`config.mk`:
```
export PLATFORM = sky130hd
export DESIGN_NAME = utf8_to_utf16_decoder_unit
export DESIGN_NICKNAME = d
export VERILOG_FILES = /design/src/design/u2u_pkg.sv /design/src/design/u2u_decode.sv /design/src/design/u2u_unit_fifo.sv /design/src/design/utf8_to_utf16_decoder_unit.sv
export SDC_FILE = /design/constraint.sdc
export NUM_CORES = 1
export LEC_CHECK = 0
export ABC_AREA = 0
export BUFFER_PORTS_ARGS = -buffer_cell sky130_fd_sc_hd__buf_2
export CORE_UTILIZATION = 35
export CTS_CLUSTER_SIZE = 20
export DETAILED_ROUTE_END_ITERATION = 16
export GPL_TIMING_DRIVEN = 0
export SYNTH_ARGS = -nofsm -noshare
export SYNTH_HDL_FRONTEND = slang
export SYNTH_SLANG_ARGS = --single-unit
```
`constraint.sdc`:
```
create_clock -name clk_i -period 4.8 [get_ports clk_i]
set_clock_uncertainty 0.1 [all_clocks]
set_input_delay 0.72 -clock clk_i [delete_from_list [all_inputs] [get_ports clk_i]]
set_output_delay 0.72 -clock clk_i [all_outputs]
set_load 0.005 [all_outputs]
```
`src/design/u2u_pkg.sv`:
```
// Shared types and constants for the UTF-8 to UTF-16 decoder.
package u2u_pkg;

  // Code values used in the output stream.
  localparam logic [15:0] ReplChar    = 16'hFFFD;
  localparam logic [15:0] HighSurBase = 16'hD800;
  localparam logic [15:0] LowSurBase  = 16'hDC00;
  localparam logic [20:0] SuppBase    = 21'h10000;

  // Byte classes and continuation limits.
  localparam logic [7:0] AsciiLimit  = 8'h80;
  localparam logic [7:0] ContLow     = 8'h80;
  localparam logic [7:0] ContHigh    = 8'hBF;
  localparam logic [7:0] Lead2Min    = 8'hC2;
  localparam logic [7:0] Lead2Max    = 8'hDF;
  localparam logic [7:0] Lead3Min    = 8'hE0;
  localparam logic [7:0] Lead3Max    = 8'hEF;
  localparam logic [7:0] Lead3Surr   = 8'hED;
  localparam logic [7:0] Lead3MinLow = 8'hA0;
  localparam logic [7:0] Lead3SurrHi = 8'h9F;
  localparam logic [7:0] Lead4Min    = 8'hF0;
  localparam logic [7:0] Lead4Max    = 8'hF4;
  localparam logic [7:0] Lead4MinLow = 8'h90;
  localparam logic [7:0] Lead4MaxHi  = 8'h8F;
  localparam logic [5:0] ContMask    = 6'h3F;

  // Output queue geometry, in code units.
  localparam int unsigned FifoDepth = 4;
  localparam int unsigned FifoPtrW  = 2;
  localparam int unsigned FifoCntW  = 3;

  // Partial code point kept between bytes: 3 + 6 + 6 bits at most.
  localparam int unsigned PartialW = 15;

  // One UTF-16 result.
  typedef struct packed {
    logic [15:0] code_unit;
    logic        replaced;
    logic        error_seen;
    logic        last_of_run;
  } unit_t;

  // All results caused by one input byte.
  typedef struct packed {
    logic [1:0] count;
    unit_t      unit0;
    unit_t      unit1;
  } unit_pair_t;

endpackage

```
`src/design/u2u_decode.sv`:
```
// Sequence state and single-pass decode of one UTF-8 byte into up to two units.
module u2u_decode import u2u_pkg::*; (
  input  logic       clk_i,
  input  logic       rst_ni,
  input  logic       accept_i,
  input  logic [7:0] in_byte_i,
  input  logic       end_of_stream_i,
  output unit_pair_t pair_o
);

  logic [PartialW-1:0] partial_point_q, partial_point_d;
  logic [1:0]          bytes_due_q, bytes_due_d;
  logic [7:0]          next_low_bound_q, next_low_bound_d;
  logic [7:0]          next_high_bound_q, next_high_bound_d;
  logic                sticky_error_q, sticky_error_d;

  logic                cont_ok;
  logic [20:0]         grown_point;
  logic [19:0]         surr_offset;
  logic [1:0]          due_left;
  logic [1:0]          cont_cnt;
  logic [15:0]         cont_code0, cont_code1;
  logic                cont_rep;
  logic                lead_emit;
  logic [15:0]         lead_code;
  logic                lead_rep;
  logic [1:0]          lead_due;
  logic [PartialW-1:0] lead_point;
  logic [7:0]          lead_lo, lead_hi;
  logic [1:0]          total_cnt;
  logic [15:0]         code_a, code_b;
  logic                rep_a, rep_b;
  logic                err_a;

  // Continuation byte: accept it into the partial point or flag it as bad.
  always_comb begin
    cont_ok     = (bytes_due_q != 2'd0) && (in_byte_i >= next_low_bound_q) &&
                  (in_byte_i <= next_high_bound_q);
    grown_point = {partial_point_q, in_byte_i[5:0] & ContMask};
    surr_offset = 20'(grown_point - SuppBase);
    due_left    = bytes_due_q - 2'd1;
    cont_cnt    = 2'd0;
    cont_code0  = ReplChar;
    cont_code1  = ReplChar;
    cont_rep    = 1'b0;
    if (bytes_due_q != 2'd0) begin
      if (cont_ok) begin
        if (due_left == 2'd0) begin
          if (grown_point[20:16] == 5'd0) begin
            cont_cnt   = 2'd1;
            cont_code0 = grown_point[15:0];
          end else begin
            cont_cnt   = 2'd2;
            cont_code0 = HighSurBase | {6'd0, surr_offset[19:10]};
            cont_code1 = LowSurBase | {6'd0, surr_offset[9:0]};
          end
        end else if (end_of_stream_i) begin
          cont_cnt = 2'd1;
          cont_rep = 1'b1;
        end
      end else begin
        cont_cnt = 2'd1;
        cont_rep = 1'b1;
      end
    end
  end

  // Lead byte: classify and set up the next sequence.
  always_comb begin
    lead_emit  = 1'b0;
    lead_code  = ReplChar;
    lead_rep   = 1'b0;
    lead_due   = 2'd0;
    lead_point = '0;
    lead_lo    = ContLow;
    lead_hi    = ContHigh;
    if (in_byte_i < AsciiLimit) begin
      lead_emit = 1'b1;
      lead_code = {8'd0, in_byte_i};
    end else if (in_byte_i >= Lead2Min && in_byte_i <= Lead2Max) begin
      lead_due   = 2'd1;
      lead_point = PartialW'(in_byte_i[4:0]);
    end else if (in_byte_i >= Lead3Min && in_byte_i <= Lead3Max) begin
      lead_due   = 2'd2;
      lead_point = PartialW'(in_byte_i[3:0]);
      if (in_byte_i == Lead3Min) begin
        lead_lo = Lead3MinLow;
      end
      if (in_byte_i == Lead3Surr) begin
        lead_hi = Lead3SurrHi;
      end
    end else if (in_byte_i >= Lead4Min && in_byte_i <= Lead4Max) begin
      lead_due   = 2'd3;
      lead_point = PartialW'(in_byte_i[2:0]);
      if (in_byte_i == Lead4Min) begin
        lead_lo = Lead4MinLow;
      end
      if (in_byte_i == Lead4Max) begin
        lead_hi = Lead4MaxHi;
      end
    end else begin
      lead_emit = 1'b1;
      lead_rep  = 1'b1;
    end
    // A sequence opened by the final byte is cut short.
    if (lead_due != 2'd0 && end_of_stream_i) begin
      lead_emit = 1'b1;
      lead_rep  = 1'b1;
    end
  end

  // Merge the two phases into result slots.
  always_comb begin
    code_a    = cont_code0;
    rep_a     = cont_rep;
    code_b    = cont_code1;
    rep_b     = 1'b0;
    total_cnt = cont_cnt;
    if (!cont_ok && lead_emit) begin
      total_cnt = cont_cnt + 2'd1;
      if (cont_cnt == 2'd0) begin
        code_a = lead_code;
        rep_a  = lead_rep;
      end else begin
        code_b = lead_code;
        rep_b  = lead_rep;
      end
    end
    if (total_cnt == 2'd0) begin
      rep_a = 1'b0;
    end
    err_a                     = sticky_error_q | rep_a;
    pair_o.count              = total_cnt;
    pair_o.unit0.code_unit    = code_a;
    pair_o.unit0.replaced     = rep_a;
    pair_o.unit0.error_seen   = err_a;
    pair_o.unit0.last_of_run  = (total_cnt == 2'd1);
    pair_o.unit1.code_unit    = code_b;
    pair_o.unit1.replaced     = rep_b;
    pair_o.unit1.error_seen   = err_a | rep_b;
    pair_o.unit1.last_of_run  = (total_cnt == 2'd2);
  end

  // Next sequence state.
  always_comb begin
    if (end_of_stream_i) begin
      partial_point_d   = '0;
      bytes_due_d       = 2'd0;
      next_low_bound_d  = ContLow;
      next_high_bound_d = ContHigh;
      sticky_error_d    = 1'b0;
    end else begin
      sticky_error_d = sticky_error_q | rep_a | rep_b;
      if (cont_ok) begin
        partial_point_d   = (due_left == 2'd0) ? '0 : grown_point[PartialW-1:0];
        bytes_due_d       = due_left;
        next_low_bound_d  = ContLow;
        next_high_bound_d = ContHigh;
      end else begin
        partial_point_d   = lead_point;
        bytes_due_d       = lead_due;
        next_low_bound_d  = lead_lo;
        next_high_bound_d = lead_hi;
      end
    end
  end

  // State registers, updated once per accepted byte.
  always_ff @(posedge clk_i or negedge rst_ni) begin
    if (!rst_ni) begin
      partial_point_q   <= '0;
      bytes_due_q       <= 2'd0;
      next_low_bound_q  <= ContLow;
      next_high_bound_q <= ContHigh;
      sticky_error_q    <= 1'b0;
    end else if (accept_i) begin
      partial_point_q   <= partial_point_d;
      bytes_due_q       <= bytes_due_d;
      next_low_bound_q  <= next_low_bound_d;
      next_high_bound_q <= next_high_bound_d;
      sticky_error_q    <= sticky_error_d;
    end
  end

  // No partial point is held outside an open sequence.
  assert property (@(posedge clk_i) disable iff (!rst_ni)
    (bytes_due_q == 2'd0) |-> (partial_point_q == '0))
    else $error("partial point held with no sequence open");

  // The allowed continuation window is never empty.
  assert property (@(posedge clk_i) disable iff (!rst_ni)
    next_low_bound_q <= next_high_bound_q)
    else $error("empty continuation window");

  // An accepted final byte leaves the decoder in its reset state.
  assert property (@(posedge clk_i) disable iff (!rst_ni)
    (accept_i && end_of_stream_i) |=> (bytes_due_q == 2'd0 && !sticky_error_q))
    else $error("state not cleared after end of stream");

endmodule

```
`src/design/u2u_unit_fifo.sv`:
```
// Small output queue of code units; takes up to two units per cycle, gives one.
module u2u_unit_fifo import u2u_pkg::*; (
  input  logic       clk_i,
  input  logic       rst_ni,
  input  logic       push_i,
  input  unit_pair_t pair_i,
  output logic       has_room_o,
  output logic       out_valid_o,
  input  logic       out_ready_i,
  output unit_t      unit_o
);

  unit_t                entries_q [FifoDepth];
  logic [FifoPtrW-1:0]  wr_ptr_q, wr_ptr_d;
  logic [FifoPtrW-1:0]  rd_ptr_q, rd_ptr_d;
  logic [FifoCntW-1:0]  count_q, count_d;
  logic [FifoCntW-1:0]  push_n, pop_n;
  logic [FifoPtrW-1:0]  wr_ptr_next;

  // Room for a full pair of units is needed before taking a request.
  assign has_room_o  = (count_q <= FifoCntW'(FifoDepth - 2));
  assign out_valid_o = (count_q != '0);
  assign unit_o      = entries_q[rd_ptr_q];

  // Pointer and occupancy bookkeeping.
  always_comb begin
    push_n      = push_i ? {{(FifoCntW - 2){1'b0}}, pair_i.count} : '0;
    pop_n       = (out_valid_o && out_ready_i) ? FifoCntW'(1) : '0;
    wr_ptr_next = wr_ptr_q + FifoPtrW'(1);
    wr_ptr_d    = wr_ptr_q + push_n[FifoPtrW-1:0];
    rd_ptr_d    = rd_ptr_q + pop_n[FifoPtrW-1:0];
    count_d     = count_q + push_n - pop_n;
  end

  always_ff @(posedge clk_i or negedge rst_ni) begin
    if (!rst_ni) begin
      wr_ptr_q <= '0;
      rd_ptr_q <= '0;
      count_q  <= '0;
    end else begin
      wr_ptr_q <= wr_ptr_d;
      rd_ptr_q <= rd_ptr_d;
      count_q  <= count_d;
    end
  end

  // Unit storage; the second unit of a pair lands in the following slot.
  always_ff @(posedge clk_i) begin
    if (push_i && pair_i.count != 2'd0) begin
      entries_q[wr_ptr_q] <= pair_i.unit0;
    end
    if (push_i && pair_i.count == 2'd2) begin
      entries_q[wr_ptr_next] <= pair_i.unit1;
    end
  end

  // Occupancy never passes the queue depth.
  assert property (@(posedge clk_i) disable iff (!rst_ni)
    count_q <= FifoCntW'(FifoDepth))
    else $error("output queue overflow");

  // Occupancy follows pushes and pops exactly.
  assert property (@(posedge clk_i) disable iff (!rst_ni)
    $past(rst_ni) |->
      (count_q == FifoCntW'($past(count_q) + $past(push_n) - $past(pop_n))))
    else $error("output queue count drift");

  // Pointer distance matches the occupancy.
  assert property (@(posedge clk_i) disable iff (!rst_ni)
    (count_q != FifoCntW'(FifoDepth)) |->
      (FifoPtrW'(wr_ptr_q - rd_ptr_q) == count_q[FifoPtrW-1:0]))
    else $error("output queue pointers disagree with count");

endmodule

```
`src/design/utf8_to_utf16_decoder_unit.sv`:
```
// Top level of the UTF-8 to UTF-16 decoder with replacement characters.
//
// Input channel: one UTF-8 byte per request (in_byte_i, end_of_stream_i),
// taken at a clock edge where in_valid_i and in_ready_o are both high.
// Output channel: one UTF-16 code unit per request (code_unit_o with the
// replaced_o, error_seen_o and last_of_run_o flags), taken where
// out_valid_o and out_ready_i are both high.
// A byte is decoded in the cycle it is accepted; with an empty queue its
// units are visible on the output in the following cycle. A byte causes
// zero, one or two units; the second follows once the first is taken.
// Throughput is one byte per cycle while bytes give at most one unit each
// and the receiver does not stall; the single-unit output port sets the
// limit when surrogate pairs or a bad byte followed by a replacement appear.
// A four-unit output queue sits between the decoder and the output port, so
// bytes keep being accepted while a unit waits; in_ready_o drops only when
// fewer than two slots are free, which happens when the receiver stalls or
// when two-unit bytes arrive faster than the output drains them.
// Reset clears the sequence state, the sticky error flag and the queue.
// After a byte marked end_of_stream_i, the decoder returns to that state.
module utf8_to_utf16_decoder_unit import u2u_pkg::*; (
  input  logic        clk_i,
  input  logic        rst_ni,
  input  logic        in_valid_i,
  output logic        in_ready_o,
  input  logic [7:0]  in_byte_i,
  input  logic        end_of_stream_i,
  output logic        out_valid_o,
  input  logic        out_ready_i,
  output logic [15:0] code_unit_o,
  output logic        replaced_o,
  output logic        error_seen_o,
  output logic        last_of_run_o
);

  logic       accept;
  unit_pair_t pair;
  unit_t      head_unit;

  // A byte request completes when the queue has room for a full pair.
  assign accept = in_valid_i && in_ready_o;

  u2u_decode u_decode (
    .clk_i           (clk_i),
    .rst_ni          (rst_ni),
    .accept_i        (accept),
    .in_byte_i       (in_byte_i),
    .end_of_stream_i (end_of_stream_i),
    .pair_o          (pair)
  );

  u2u_unit_fifo u_fifo (
    .clk_i       (clk_i),
    .rst_ni      (rst_ni),
    .push_i      (accept),
    .pair_i      (pair),
    .has_room_o  (in_ready_o),
    .out_valid_o (out_valid_o),
    .out_ready_i (out_ready_i),
    .unit_o      (head_unit)
  );

  // Output fields from the head of the queue.
  assign code_unit_o   = head_unit.code_unit;
  assign replaced_o    = head_unit.replaced;
  assign error_seen_o  = head_unit.error_seen;
  assign last_of_run_o = head_unit.last_of_run;

endmodule

```
* Yosys cells after proc, flatten, opt, wreduce, memory -nomap -nowiden *
Memories as Yosys holds them, arrays and structs flattened.
Cells that the tools add are included.

storage, ports and cells
  word-level logic and storage cells = 126
  register bits = 41
  memory bits (read-only) = 0
  latch bits = 0
  bits in writable memories = 76
  memories = 1
  output and inout bits = 21

memory list
  name              words  bits a word  read ports  clocked after Yosys merged registers in  write ports  line                 source
  u_fifo.entries_q  4      19           1           0                                        2            u2u_unit_fifo.sv:13  unit_t entries_q [FifoDepth];

operators by class
  add/sub/neg operators = 8
  reduce and logical (&&, ||, !) cells = 20
  muxes and demuxes = 71
  bitwise logic cells = 2
  order comparisons = 10
  equality and inequality tests = 6
  div/mod/pow operators = 0
  multipliers = 0
  shift-type cells = 0

operator list
  operator                                                                           number
  16-bit two-way mux                                                                 12
  8-bit two-way mux                                                                  12
  15-bit two-way mux                                                                 6
  8-bit == test (second input constant)                                              4
  8-bit greater-or-equal comparator (second input constant)                          3
  8-bit less-or-equal comparator (second input constant)                             3
  2-bit two-way mux                                                                  12
  1-bit two-way mux                                                                  23
  20-bit by 17-bit subtractor with 20-bit output (second input constant)             1
  6-bit two-way mux                                                                  3
  14-bit two-way mux                                                                 1
  1-bit logical AND                                                                  11
  8-bit greater-or-equal comparator                                                  1
  8-bit less-or-equal comparator                                                     1
  8-bit less-than comparator (second input constant)                                 1
  2-bit logical NOT                                                                  3
  2-bit nonzero test                                                                 3
  5-bit logical NOT                                                                  1
  5-bit two-way mux                                                                  1
  2-bit by 1-bit adder with 2-bit output (second input constant)                     2
  2-bit adder                                                                        2
  3-bit adder                                                                        1
  3-bit by 2-bit less-or-equal comparator with 1-bit output (second input constant)  1
  3-bit two-way mux                                                                  1
  7 further kinds                                                                    8

* Longest topological paths before layout *
Gate-level depths: netlist of the first run.

  depth after elaboration = 16
  depth in mapped cells = 17
  depth with buffers taken out = 14

* Cells and area by module *
A second synthesis of the first run with hierarchy kept.

second synthesis, totals
  cell total of the unflattened synthesis = 456
  area, all modules = 6043.3 µm²

modules (own cells, without submodules)
  module                      cells an instance  instances  area each (µm²)
  u2u_unit_fifo               229                1          4177.8
  u2u_decode                  226                1          1859.3
  utf8_to_utf16_decoder_unit  1                  1          6.3

* Worst setup path after synthesis of the first run *
Ideal clock, no wire load.

  path kind = input-to-reg
  from = input in_byte_i[5]
  to = memory u_fifo.entries_q[3][0] (netlist bit), enable pin
  library setup time = 0.444 ns
  arrival time = 4.812 ns
  stages = 12
  path slack = -0.556 ns
  path buffers = 2
  data required time = 4.256 ns
  path through = ha_1 > nor2b_1 > or3_4 > o211ai_1 > buf_2 > o21ai_0 > ha_1 > o21ai_0 > o22ai_2 > buf_2 > nor2_1 > nor4_1

RTL lines
  element      line                              source
  from (decl)  utf8_to_utf16_decoder_unit.sv:25  input logic [7:0] in_byte_i,
  to (decl)    u2u_unit_fifo.sv:13

==> results of run 1 <==
==> per-layer routing <==
metal / global-route usage (%) / up-vias
met4: 4.856 / 0
li1: - / 1812
met5: 0 / -
met3: 2.829 / 9
met1: 24.27 / 1914
met2: 28.41 / 117
==> worst max-delay path, delay by kind of cell <==
kind / cells / cell delay [ps]
AOI/OAI and AO/OA: 4 / 740
and+or+nand+nor: 4 / 1340
buffers and inverters: 4 / 1110
adders and majority gates: 2 / 580
==> flip-flops by register name, summed over array words and instances (netlist names) <==
register / cells
u_decode.bytes_due_q: 2
u_decode.next_high_bound_q: 2
u_decode.next_low_bound_q: 2
u_decode.partial_point_q: 15
u_decode.sticky_error_q: 1
u_fifo.count_q: 3
u_fifo.entries_q: 76
u_fifo.rd_ptr_q: 2
u_fifo.wr_ptr_q: 2
==> power by group <==
| part | leakage [nW] | switching, mW | internal [mW] |
|---|---|---|---|
| clock | 0.148 | 0.358 | 0.415 |
| combinational | 1.34 | 0.639 | 0.464 |
| sequential | 1.06 | 0.0661 | 1.20 |
==> cell families (layout without fill, tap and decap cells) <==
kind of cell	count (synthesis)	in the layout	synth area share, %
AND/OR/NAND/NOR	93	93	8.952
AO/OA/AOI/OAI	100	100	11.72
adder cells (fa/ha/maj)	15	15	3.398
XOR/XNOR	7	7	1.067
buffers and inverters	48	95	4.683
flip-flops	105	105	52.41
multiplexers	77	77	17.77
==> area by class of cell <==
class                   instances  share of cell area, %
clock buffers                   9                  3.457
clock inverters                 7                  1.364
well taps                     216                  4.148
multi-input cells             292                  38.16
inverters                      21                  1.210
flip-flops and latches        105                  46.21
plain buffers                  27                  2.919
repair buffers                 31                  2.535
==> per-stage QoR <==
| stage | setup TNS [ps] | hold WS (ps) |
|---|---|---|
| 4_1_cts | 0 | 325.6 |
| 2_1_floorplan | -21110 | 324.4 |
| 3_5_place_dp | -4421 | 380.4 |
| 6_report | 0 | 299.0 |
| 3_3_place_gp | -96330 | 372.4 |
| 5_1_grt | 0 | 367.7 |
==> final timing paths <==
kind / startpoint / to / slack (ps)
setup reg to reg: u_decode.next_high_bound_q[5]$_DFFE_PN1P_ / u_fifo.entries_q[3][18]$_DFFE_PP_ / 300
hold reg to reg: u_decode.next_low_bound_q[4]$_DFFE_PN0P_ / u_decode.next_low_bound_q[4]$_DFFE_PN0P_ / 390
min in group clk_i: u_decode.next_low_bound_q[4]$_DFFE_PN0P_ / u_decode.next_low_bound_q[4]$_DFFE_PN0P_ / 390
setup / recovery: in_byte_i[5] / u_fifo.entries_q[3][18]$_DFFE_PP_ / 260
max in group asynchronous: rst_ni / u_decode.partial_point_q[6]$_DFFE_PN0P_ / 3860
hold / removal: rst_ni / u_decode.next_low_bound_q[5]$_DFFE_PN0P_ / 300
==> Yosys cell counts, types with 2 or more instances <==
cell type / number / area (sq um)
o21a_1: 3 / 22.52
a22o_1: 11 / 96.34
o21ai_0: 37 / 185.2
nand2_1: 31 / 116.4
nor2b_1: 2 / 12.51
nor3_1: 8 / 40.04
nand4_1: 5 / 31.28
mux2i_1: 54 / 540.5
clkbuf_1: 7 / 26.28
a21oi_1: 13 / 65.06
mux2_4: 2 / 30.03
o21bai_1: 2 / 15.01
dfstp_2: 2 / 52.55
dfrtp_1: 27 / 675.7
o211ai_1: 3 / 22.52
and2_1: 2 / 12.51
mux2_1: 2 / 22.52
edfxtp_1: 76 / 2282
and3_1: 4 / 25.02
o22ai_1: 5 / 31.28
or3_1: 6 / 37.54
mux4_2: 19 / 427.9
o2111a_1: 2 / 22.52
nor4_1: 2 / 12.51
inv_1: 20 / 75.07
buf_6: 10 / 112.6
o22ai_2: 2 / 25.02
a211o_1: 2 / 17.52
o21ai_1: 2 / 10.01
buf_2: 7 / 35.03
nor2_1: 13 / 48.80
ha_1: 14 / 175.2
xnor2_1: 5 / 43.79
a211oi_1: 2 / 15.01
xor2_1: 2 / 17.52
a21o_1: 2 / 15.01
nand3_1: 11 / 55.05
nor4_4: 2 / 42.54
==> what timing repair did <==
action                                  in CTS  in global routing
endpoints found under the setup margin       0                 15
endpoints found under the hold margin        0                  0
resized for setup                            0                  1
hold buffers                                 0                  0
setup buffers                                0                  0
==> placed cells by master (no fill, tap or decap), types with 13 or more instances in the layout <==
master / netlist / routed
nor2_1: 13 / 13
dfrtp_1: 27 / 27
mux2i_1: 54 / 54
ha_1: 14 / 14
buf_2: 7 / 34
o21ai_0: 37 / 37
inv_1: 20 / 20
edfxtp_1: 76 / 76
mux4_2: 19 / 19
a21oi_1: 13 / 13
nand2_1: 31 / 31
==> qor.txt, run 1 <==
status: completed
Synth Flop Type: edfxtp_1
Max FO, Critical Path: 10
Tot Pwr: 3.141 mW
clk slew on worst S/H paths: 70 ps
Final Hold Viols: 0
Arrival @ worst endpoint: 4500 ps
initial drt markers: 271
cell mode on critical path: buf_2
vias in the first global route: 3836
R2R cell count: 15
clock buffer depth: 2
vias per inst: 5.441
final setup fails: 0
Lkg Pwr: 2.544 nW
number of flops mapped to enable cells by yosys: 76
Port-buffer cells: 27
startpoint types: input port
clock buffer count from CTS: 9
DRT antenna net count: 0
Avg Inst Size Synth: 12.91 sq um
DRT met1 WL: 6538 um
Seq cells post-synth: 105
Final Cell Area: 6515 sq um
Post-Syn Area: 5744 sq um
drt total wl: 13880 um
GRT overflow: 0
Die Height: 130.1 um
metal3 WL: 712 um
DR vias: 3852
Slew headroom: 12.69%
worst-path cell chain: buf_2, ha_1, nor2b_1, or3_4, o211ai_1, buf_2, o21ai_0, ha_1, o21ai_0, o22ai_2, buf_2, nor2_1, nor4_2, buf_4
Final Net Count: 515
first-pass GRT wire length: 21760 um
Post-Synthesis Cells: 445
Placed Cells: 692
DP HPWL: 9939 um
DRC Markers: 0
fin util: 40.86%
Pwr Density: 482.1 nW/um^2
Placer Congestion: 0.8986
WP data required: 4760 ps
Peak VDD IR: 237.1 uV
largest net degree at the start of global routing: 30
placed cell areas: 6192 sq um
antenna cells: 0
P&R area growth vs syn: 13.42%
synth warn: 0
met2 wire len: 6484 um
CP Class: in -> reg
Fill cells: 1509
Hold WC Path Type: in -> async
Die Wd: 130.1 um
H-tree Lvls: 3
die area: 16930 sq um
initial antenna violation count: 0
Worst path slowest cell: nor4_2
period utilisation layout: 94.53%
initial cell density of the core: 36.03%
register area share after synthesis: 52.41%
GRT Resource Usage Total: 17.52%
core region area: 15940 sq um
clk root buf: clkbuf_16
ys async rst share: 27.62%
Finished Layout Cells: 708
dpl ws: -96.63 ps
1st-pass router iterations: 5
Routed WL per cell: 19.60 um
io pins: 34
fin crit period: 4537 ps
Rows: 46
Crit. End Element: flip-flop
RSZ-0062 raised after global routing: no
Worst path max stage delay: 680 ps
CTS tree: built
storage element area: 3010 sq um
share of post-route cells with drive strength above 1: 20.93%
clock tree sinks: 105
Fmax: 220.4 MHz
Multi-input gate area: 2486 sq um
max-capacitance violation count: 0
Skew-Pair Late Insertion Delay: 350 ps
Yosys cell types: 64
Least-Margin Pin Slew: 1300 ps
Slew Viols, Final: 0
Setup WS post-layout: 262.7 ps
max layer used: met4
Net Count, Synth: 473
No activity file was read; power rests on OpenSTA's default activity.
==> run 2: changes to the inputs <==
--- a/config.mk
+++ b/config.mk
@@ -7,7 +7,9 @@
 export LEC_CHECK = 0
 export ABC_AREA = 0
 export BUFFER_PORTS_ARGS = -buffer_cell sky130_fd_sc_hd__buf_2
+export CORE_ASPECT_RATIO = 1.4
 export CORE_UTILIZATION = 35
+export CTS_BUF_LIST = sky130_fd_sc_hd__clkbuf_8 sky130_fd_sc_hd__clkbuf_16
 export CTS_CLUSTER_SIZE = 20
 export DETAILED_ROUTE_END_ITERATION = 16
 export GPL_TIMING_DRIVEN = 0
==> qor.txt, run 2 (same netlist as run 1, synthesis figures left out) <==
Comb power frac: 35.4%
1st-pass router iterations: 4
Post-CTS Resized: 0
Setup Buffers After CTS: 0
DR vias: 3821
P&R area growth vs syn: 12.68%
drt total wl: 13690 um
clk root buf: clkbuf_16
Hold WC Path Type: in -> async
antenna cells: 0
Least-Margin Pin Slew: 1257 ps
hold_buf cts: 0
clock tree sinks: 105
clk slew on worst S/H paths: 70 ps
Die Height: 153.6 um
Lkg Pwr: 2.539 nW
storage element area: 3010 sq um
clock buffer count from CTS: 9
most common cell after layout, fill and taps aside: edfxtp_1
initial cell density of the core: 35.67%
share of post-route cells with drive strength above 1: 20.89%
Port-buffer cells: 27
H-tree Lvls: 3
RSZ-0062 raised after global routing: yes
Largest regs: u_fifo.entries_q (76), u_decode.partial_point_q (15), u_fifo.count_q (3)
Final Net Count: 516
io pins: 34
die area: 16940 sq um
WP data required: 4760 ps
Die Wd: 110.3 um
clock buffer depth: 2
metal3 WL: 490 um
status: completed
CP Class: in -> reg
Arrival @ worst endpoint: 4490 ps
met2 wire len: 7465 um
Pint: 2.028 mW
sequential power share: 40.9%
final setup fails: 0
first-pass GRT wire length: 21880 um
max-capacitance violation count: 0
max FFs per register: 76
Biggest register: u_fifo.entries_q
startpoint types: input port
fin crit period: 4534 ps
most frequent cells in the layout: edfxtp_1, mux2i_1, o21ai_0, buf_2, nand2_1
GRT Resource Usage Total: 17.59%
Sw Share: 34.26%
Slew headroom: 15.55%
Skew-Pair Late Insertion Delay: 360 ps
DRT met1 WL: 5383 um
period utilisation layout: 94.46%
initial antenna violation count: 0
Final Hold Viols: 0
DRC Markers: 0
initial drt markers: 192
Placer Congestion: 0.8593
P_sw: 1.057 mW
Peak VDD IR: 162.6 uV
clock share of power: 23.7%
GRT overflow: 0
Routed WL per cell: 19.78 um
dpl ws: -126.0 ps
vias in the first global route: 3968
Crit. End Element: flip-flop
core region area: 16100 sq um
max layer used: met4
Finished Layout Cells: 692
Placed Cells: 676
CTS tree: built
Fill cells: 1547
DRT antenna net count: 0
largest net degree at the start of global routing: 30
Multi-input gate area: 2477 sq um
Fmax: 220.6 MHz
Setup WS post-layout: 265.9 ps
Slew Viols, Final: 0
DP HPWL: 10200 um
Pwr Density: 476.7 nW/um^2
Rows: 55
vias per inst: 5.522
Max FO, Critical Path: 10
[run 2: cell types whose count changed in the layout (fill, tap and decap cells not counted), sizes merged]
cell | previous run | this run
buf | 50 | 51
bufinv | 1 | 0
clkinv | 2 | 4
clkinvlp | 2 | 1
[run 2: metrics by stage]
step           hold WS [ps]  area [sq um]  power (mW)  setup TNS [ps]  util, %
5_1_grt               332.0          6472       3.271          -247.5    40.19
3_5_place_dp          376.3          6182       2.398           -5917    38.39
4_1_cts               325.4          6472       3.114               0    40.19
2_1_floorplan         324.4          5744       2.003          -21110        -
6_report              287.7          6472       3.086               0    40.19
3_3_place_gp          368.4          6128       2.344         -102640    38.06
[run 2: worst max-delay path, cell delays in order]
cell and delay [ps]:
buf_2 180, ha_1 320, nand4_1 110, o21ai_1 300
o2111a_1 230, buf_2 220, nand2_1 180, buf_2 240
ha_1 280, o21ai_0 90, o22ai_2 220, buf_2 270
nor2_1 110, nor4_2 700, buf_4 310
[run 2: cell type report]
class                      instances  share of cell area, %
timing repair buffer              32                  2.726
sequential                       105                  46.51
tap                              199                  3.847
clock buffer                       9                  3.480
clock inverter                     7                  1.005
inverter                          21                  1.218
multi-input combinational        292                  38.28
buffer                            27                  2.938
[run 2: path summary, 6_finish.rpt]
| check | start | to | slack, ps | depth (start not counted) |
|---|---|---|---|---|
| max in group asynchronous | rst_ni | u_decode.partial_point_q[14]$_DFFE_PN0P_ | 3860 | 1 |
| setup / recovery | in_byte_i[5] | u_fifo.entries_q[1][12]$_DFFE_PP_ | 270 | 15 |
| setup reg to reg | u_decode.next_high_bound_q[5]$_DFFE_PN1P_ | u_fifo.entries_q[1][12]$_DFFE_PP_ | 280 | 15 |
| hold reg to reg | u_decode.next_low_bound_q[5]$_DFFE_PN0P_ | u_decode.next_low_bound_q[5]$_DFFE_PN0P_ | 380 | 2 |
| min in group clk_i | u_decode.next_low_bound_q[5]$_DFFE_PN0P_ | u_decode.next_low_bound_q[5]$_DFFE_PN0P_ | 380 | 2 |
| hold / removal | rst_ni | u_fifo.rd_ptr_q[1]$_DFF_PN0_ | 290 | 1 |
[run 2: layer usage]
layer	global-route usage (%)	vias to the layer above
li1	-	1804
met1	20.70	1911
met2	30.88	84
met3	3.052	22
met4	7.393	0
met5	0	-
[run 2: power by group through the flow]
stage          sequential (mW)  combinational [mW]  clock, mW
2_1_floorplan             1.26               0.742          0
3_3_place_gp              1.28                1.06          0
3_5_place_dp              1.28                1.11          0
4_1_cts                   1.26                1.12      0.731
5_1_grt                   1.28                1.22      0.769
6_report                  1.26                1.09      0.731
==> run 3: changes to the inputs <==
--- a/config.mk
+++ b/config.mk
@@ -5,7 +5,7 @@
 export SDC_FILE = /design/constraint.sdc
 export NUM_CORES = 1
 export LEC_CHECK = 0
-export ABC_AREA = 0
+export ABC_AREA = 1
 export BUFFER_PORTS_ARGS = -buffer_cell sky130_fd_sc_hd__buf_2
 export CORE_ASPECT_RATIO = 1.4
 export CORE_UTILIZATION = 35
==> qor.txt, run 3 <==
placed cell areas: 6295 sq um
Hold WS: 295.0 ps
Setup Buffers After CTS: 0
WP data required: 4570 ps
clock buffer depth: 2
count leader, synth: nand2_1
max-capacitance violation count: 0
Pint: 2.026 mW
number of flops mapped to enable cells by yosys: 76
sequential power share: 37.3%
clock tree sinks: 105
vias in the first global route: 4970
Slew headroom: 32.55%
Fmax: 246.8 MHz
violated checks: DRC
CP bufs+invs: 6
H-tree Lvls: 3
P&R area growth vs syn: 12.64%
clock buffer count from CTS: 9
startpoint types: input port
Least-Margin Pin Slew: 1009 ps
Worst path slowest cell: nand2_1
Post-Synthesis Cells: 653
worst-path cell chain: buf_2, inv_2, ha_1, nand2_1, inv_1, nand3_1, nand2_1, nand3_4, inv_2, nand2_2, buf_2, ha_1, nand3b_2, nand2_4, nor2_4, nand3b_2, buf_2, nand2_1
GRT Resource Usage Total: 20.29%
initial drt markers: 348
status: complete, but fails checks
Peak VDD IR: 199.0 uV
ys async rst share: 27.62%
Max FO, Critical Path: 19
Die Height: 154.9 um
max FFs per register: 76
hold_buf cts: 0
Sw Share: 40.25%
CTS tree: built
Biggest register: u_fifo.entries_q
RSZ-0062 raised after global routing: no
Crit path depth: 18
met2 wire len: 9039 um
max layer used: met4
Final Hold Viols: 0
Final Cell Area: 6588 sq um
Largest regs: u_fifo.entries_q (76), u_decode.partial_point_q (15), u_fifo.count_q (3)
synth warn: 0
top cells by area, synth: edfxtp_1, dfrtp_1, nand2_1
GRT overflow: 0
Slew Viols, Final: 0
P_sw: 1.364 mW
Top delay family on crit path: simple AND/OR/NAND/NOR gates
vias per inst: 5.465
Post-Syn Area: 5848 sq um
Hold WC Path Type: in -> async
Final Net Count: 726
DR vias: 4929
antenna cells: 0
R2R cell count: 17
area leader, netlist: edfxtp_1
largest net degree at the start of global routing: 30
clk slew on worst S/H paths: 80 ps
Skew-Pair Late Insertion Delay: 360 ps
DRT met1 WL: 6413 um
clk root buf: clkbuf_16
most frequent cells in the layout: nand2_1, edfxtp_1, o21ai_0, nor2_1, inv_1
DRT antenna net count: 0
Post-CTS Resized: 0
Comb power frac: 40.7%
Arrival @ worst endpoint: 3820 ps
Rows: 55
Routed WL per cell: 18.79 um
Pwr Density: 514.6 nW/um^2
Lkg Pwr: 2.821 nW
initial antenna violation count: 0
initial cell density of the core: 36.01%
Crit. End Element: flip-flop
CP Class: in -> reg
first-pass GRT wire length: 26590 um
Worst path max stage delay: 650 ps
most common cell after layout, fill and taps aside: nand2_1
Avg Inst Size Synth: 8.956 sq um
core region area: 16240 sq um
DP HPWL: 12570 um
Port-buffer cells: 32
DRC Markers: 4
period utilisation layout: 84.42%
drt total wl: 16950 um
clock share of power: 22.0%
share of post-route cells with drive strength above 1: 14.22%
register area share after synthesis: 51.48%
fin crit period: 4052 ps
commonest cells in the netlist: nand2_1, o21ai_0, edfxtp_1, nor2_1, inv_1
final setup fails: 0
Die Wd: 111.2 um
1st-pass router iterations: 11
Yosys cell types: 41
io pins: 34
Synth Flop Type: edfxtp_1
Placer Congestion: 0.9312
metal3 WL: 999 um
Seq cells post-synth: 105
Net Count, Synth: 681
share of the synthesized area in the top cell type: 39.02%
die area: 17240 sq um
-- run 3: final cells by class --
cell class	count	area (sq um)
fill	1647	9653
sequential	105	3010
multi-input combinational	461	2431
tap	199	249.0
clock buffer	9	225.2
buffer	34	215.2
inverter	53	198.9
timing repair buffer	34	190.2
clock inverter	7	67.56
-- run 3: per-stage QoR --
| step | TNS, ps | worst slack, ps | cells | total power [mW] | util (%) |
|---|---|---|---|---|---|
| 6_report | 0 | 748.1 | 902 | 3.390 | 40.56 |
| 3_5_place_dp | 0 | 338.6 | 886 | 2.673 | 38.76 |
| 4_1_cts | 0 | 713.6 | 902 | 3.411 | 40.56 |
| 2_1_floorplan | 0 | 605.1 | 653 | 2.146 | - |
| 5_1_grt | 0 | 533.0 | 902 | 3.613 | 40.56 |
| 3_3_place_gp | -31120 | -1001 | 884 | 2.610 | 38.53 |
-- run 3: path summary, 6_finish.rpt --
kind	from	slack, ps	end
hold / removal	rst_ni	300	u_fifo.count_q[0]$_DFF_PN0_
max in group asynchronous	rst_ni	3870	u_decode.partial_point_q[6]$_DFFE_PN0P_
setup / recovery	in_byte_i[4]	750	u_fifo.entries_q[0][2]$_DFFE_PP_
setup reg to reg	u_decode.next_high_bound_q[5]$_DFFE_PN1P_	840	u_fifo.entries_q[0][2]$_DFFE_PP_
min in group clk_i	u_decode.sticky_error_q$_DFFE_PN0P_	380	u_decode.sticky_error_q$_DFFE_PN0P_
hold reg to reg	u_decode.sticky_error_q$_DFFE_PN0P_	380	u_decode.sticky_error_q$_DFFE_PN0P_
-- run 3: cell families (layout without fill, tap and decap cells) --
group / count (synthesis) / in the layout / share of synthesized area, %
flip-flops: 105 / 105 / 51.48
AND/OR/NAND/NOR: 278 / 278 / 21.22
XOR/XNOR: 7 / 7 / 1.048
adder cells (fa/ha/maj): 15 / 15 / 3.338
AO/OA/AOI/OAI: 161 / 161 / 15.83
buffers and inverters: 87 / 137 / 7.082
-- run 3: metal layers --
layer | vias to the layer above | global-route usage [%]
met5 | - | 0
met4 | 0 | 9.974
met3 | 41 | 3.078
met2 | 189 | 38.54
met1 | 2352 | 21.77
li1 | 2347 | -
-- run 3: power groups by stage --
stage | combinational (mW) | clock [mW] | sequential (mW)
6_report | 1.38 | 0.746 | 1.26
5_1_grt | 1.54 | 0.792 | 1.28
4_1_cts | 1.39 | 0.756 | 1.26
3_5_place_dp | 1.39 | 0 | 1.28
3_3_place_gp | 1.33 | 0 | 1.28
2_1_floorplan | 0.880 | 0 | 1.27
-- run 3: worst reg2reg max path, delay by kind of cell (launching register included) --
| kind | cells | cell delay [ps] |
|---|---|---|
| buffers and inverters | 4 | 610 |
| and+or+nand+nor | 11 | 1680 |
| DFF | 1 | 520 |
| adders and majority gates | 2 | 560 |
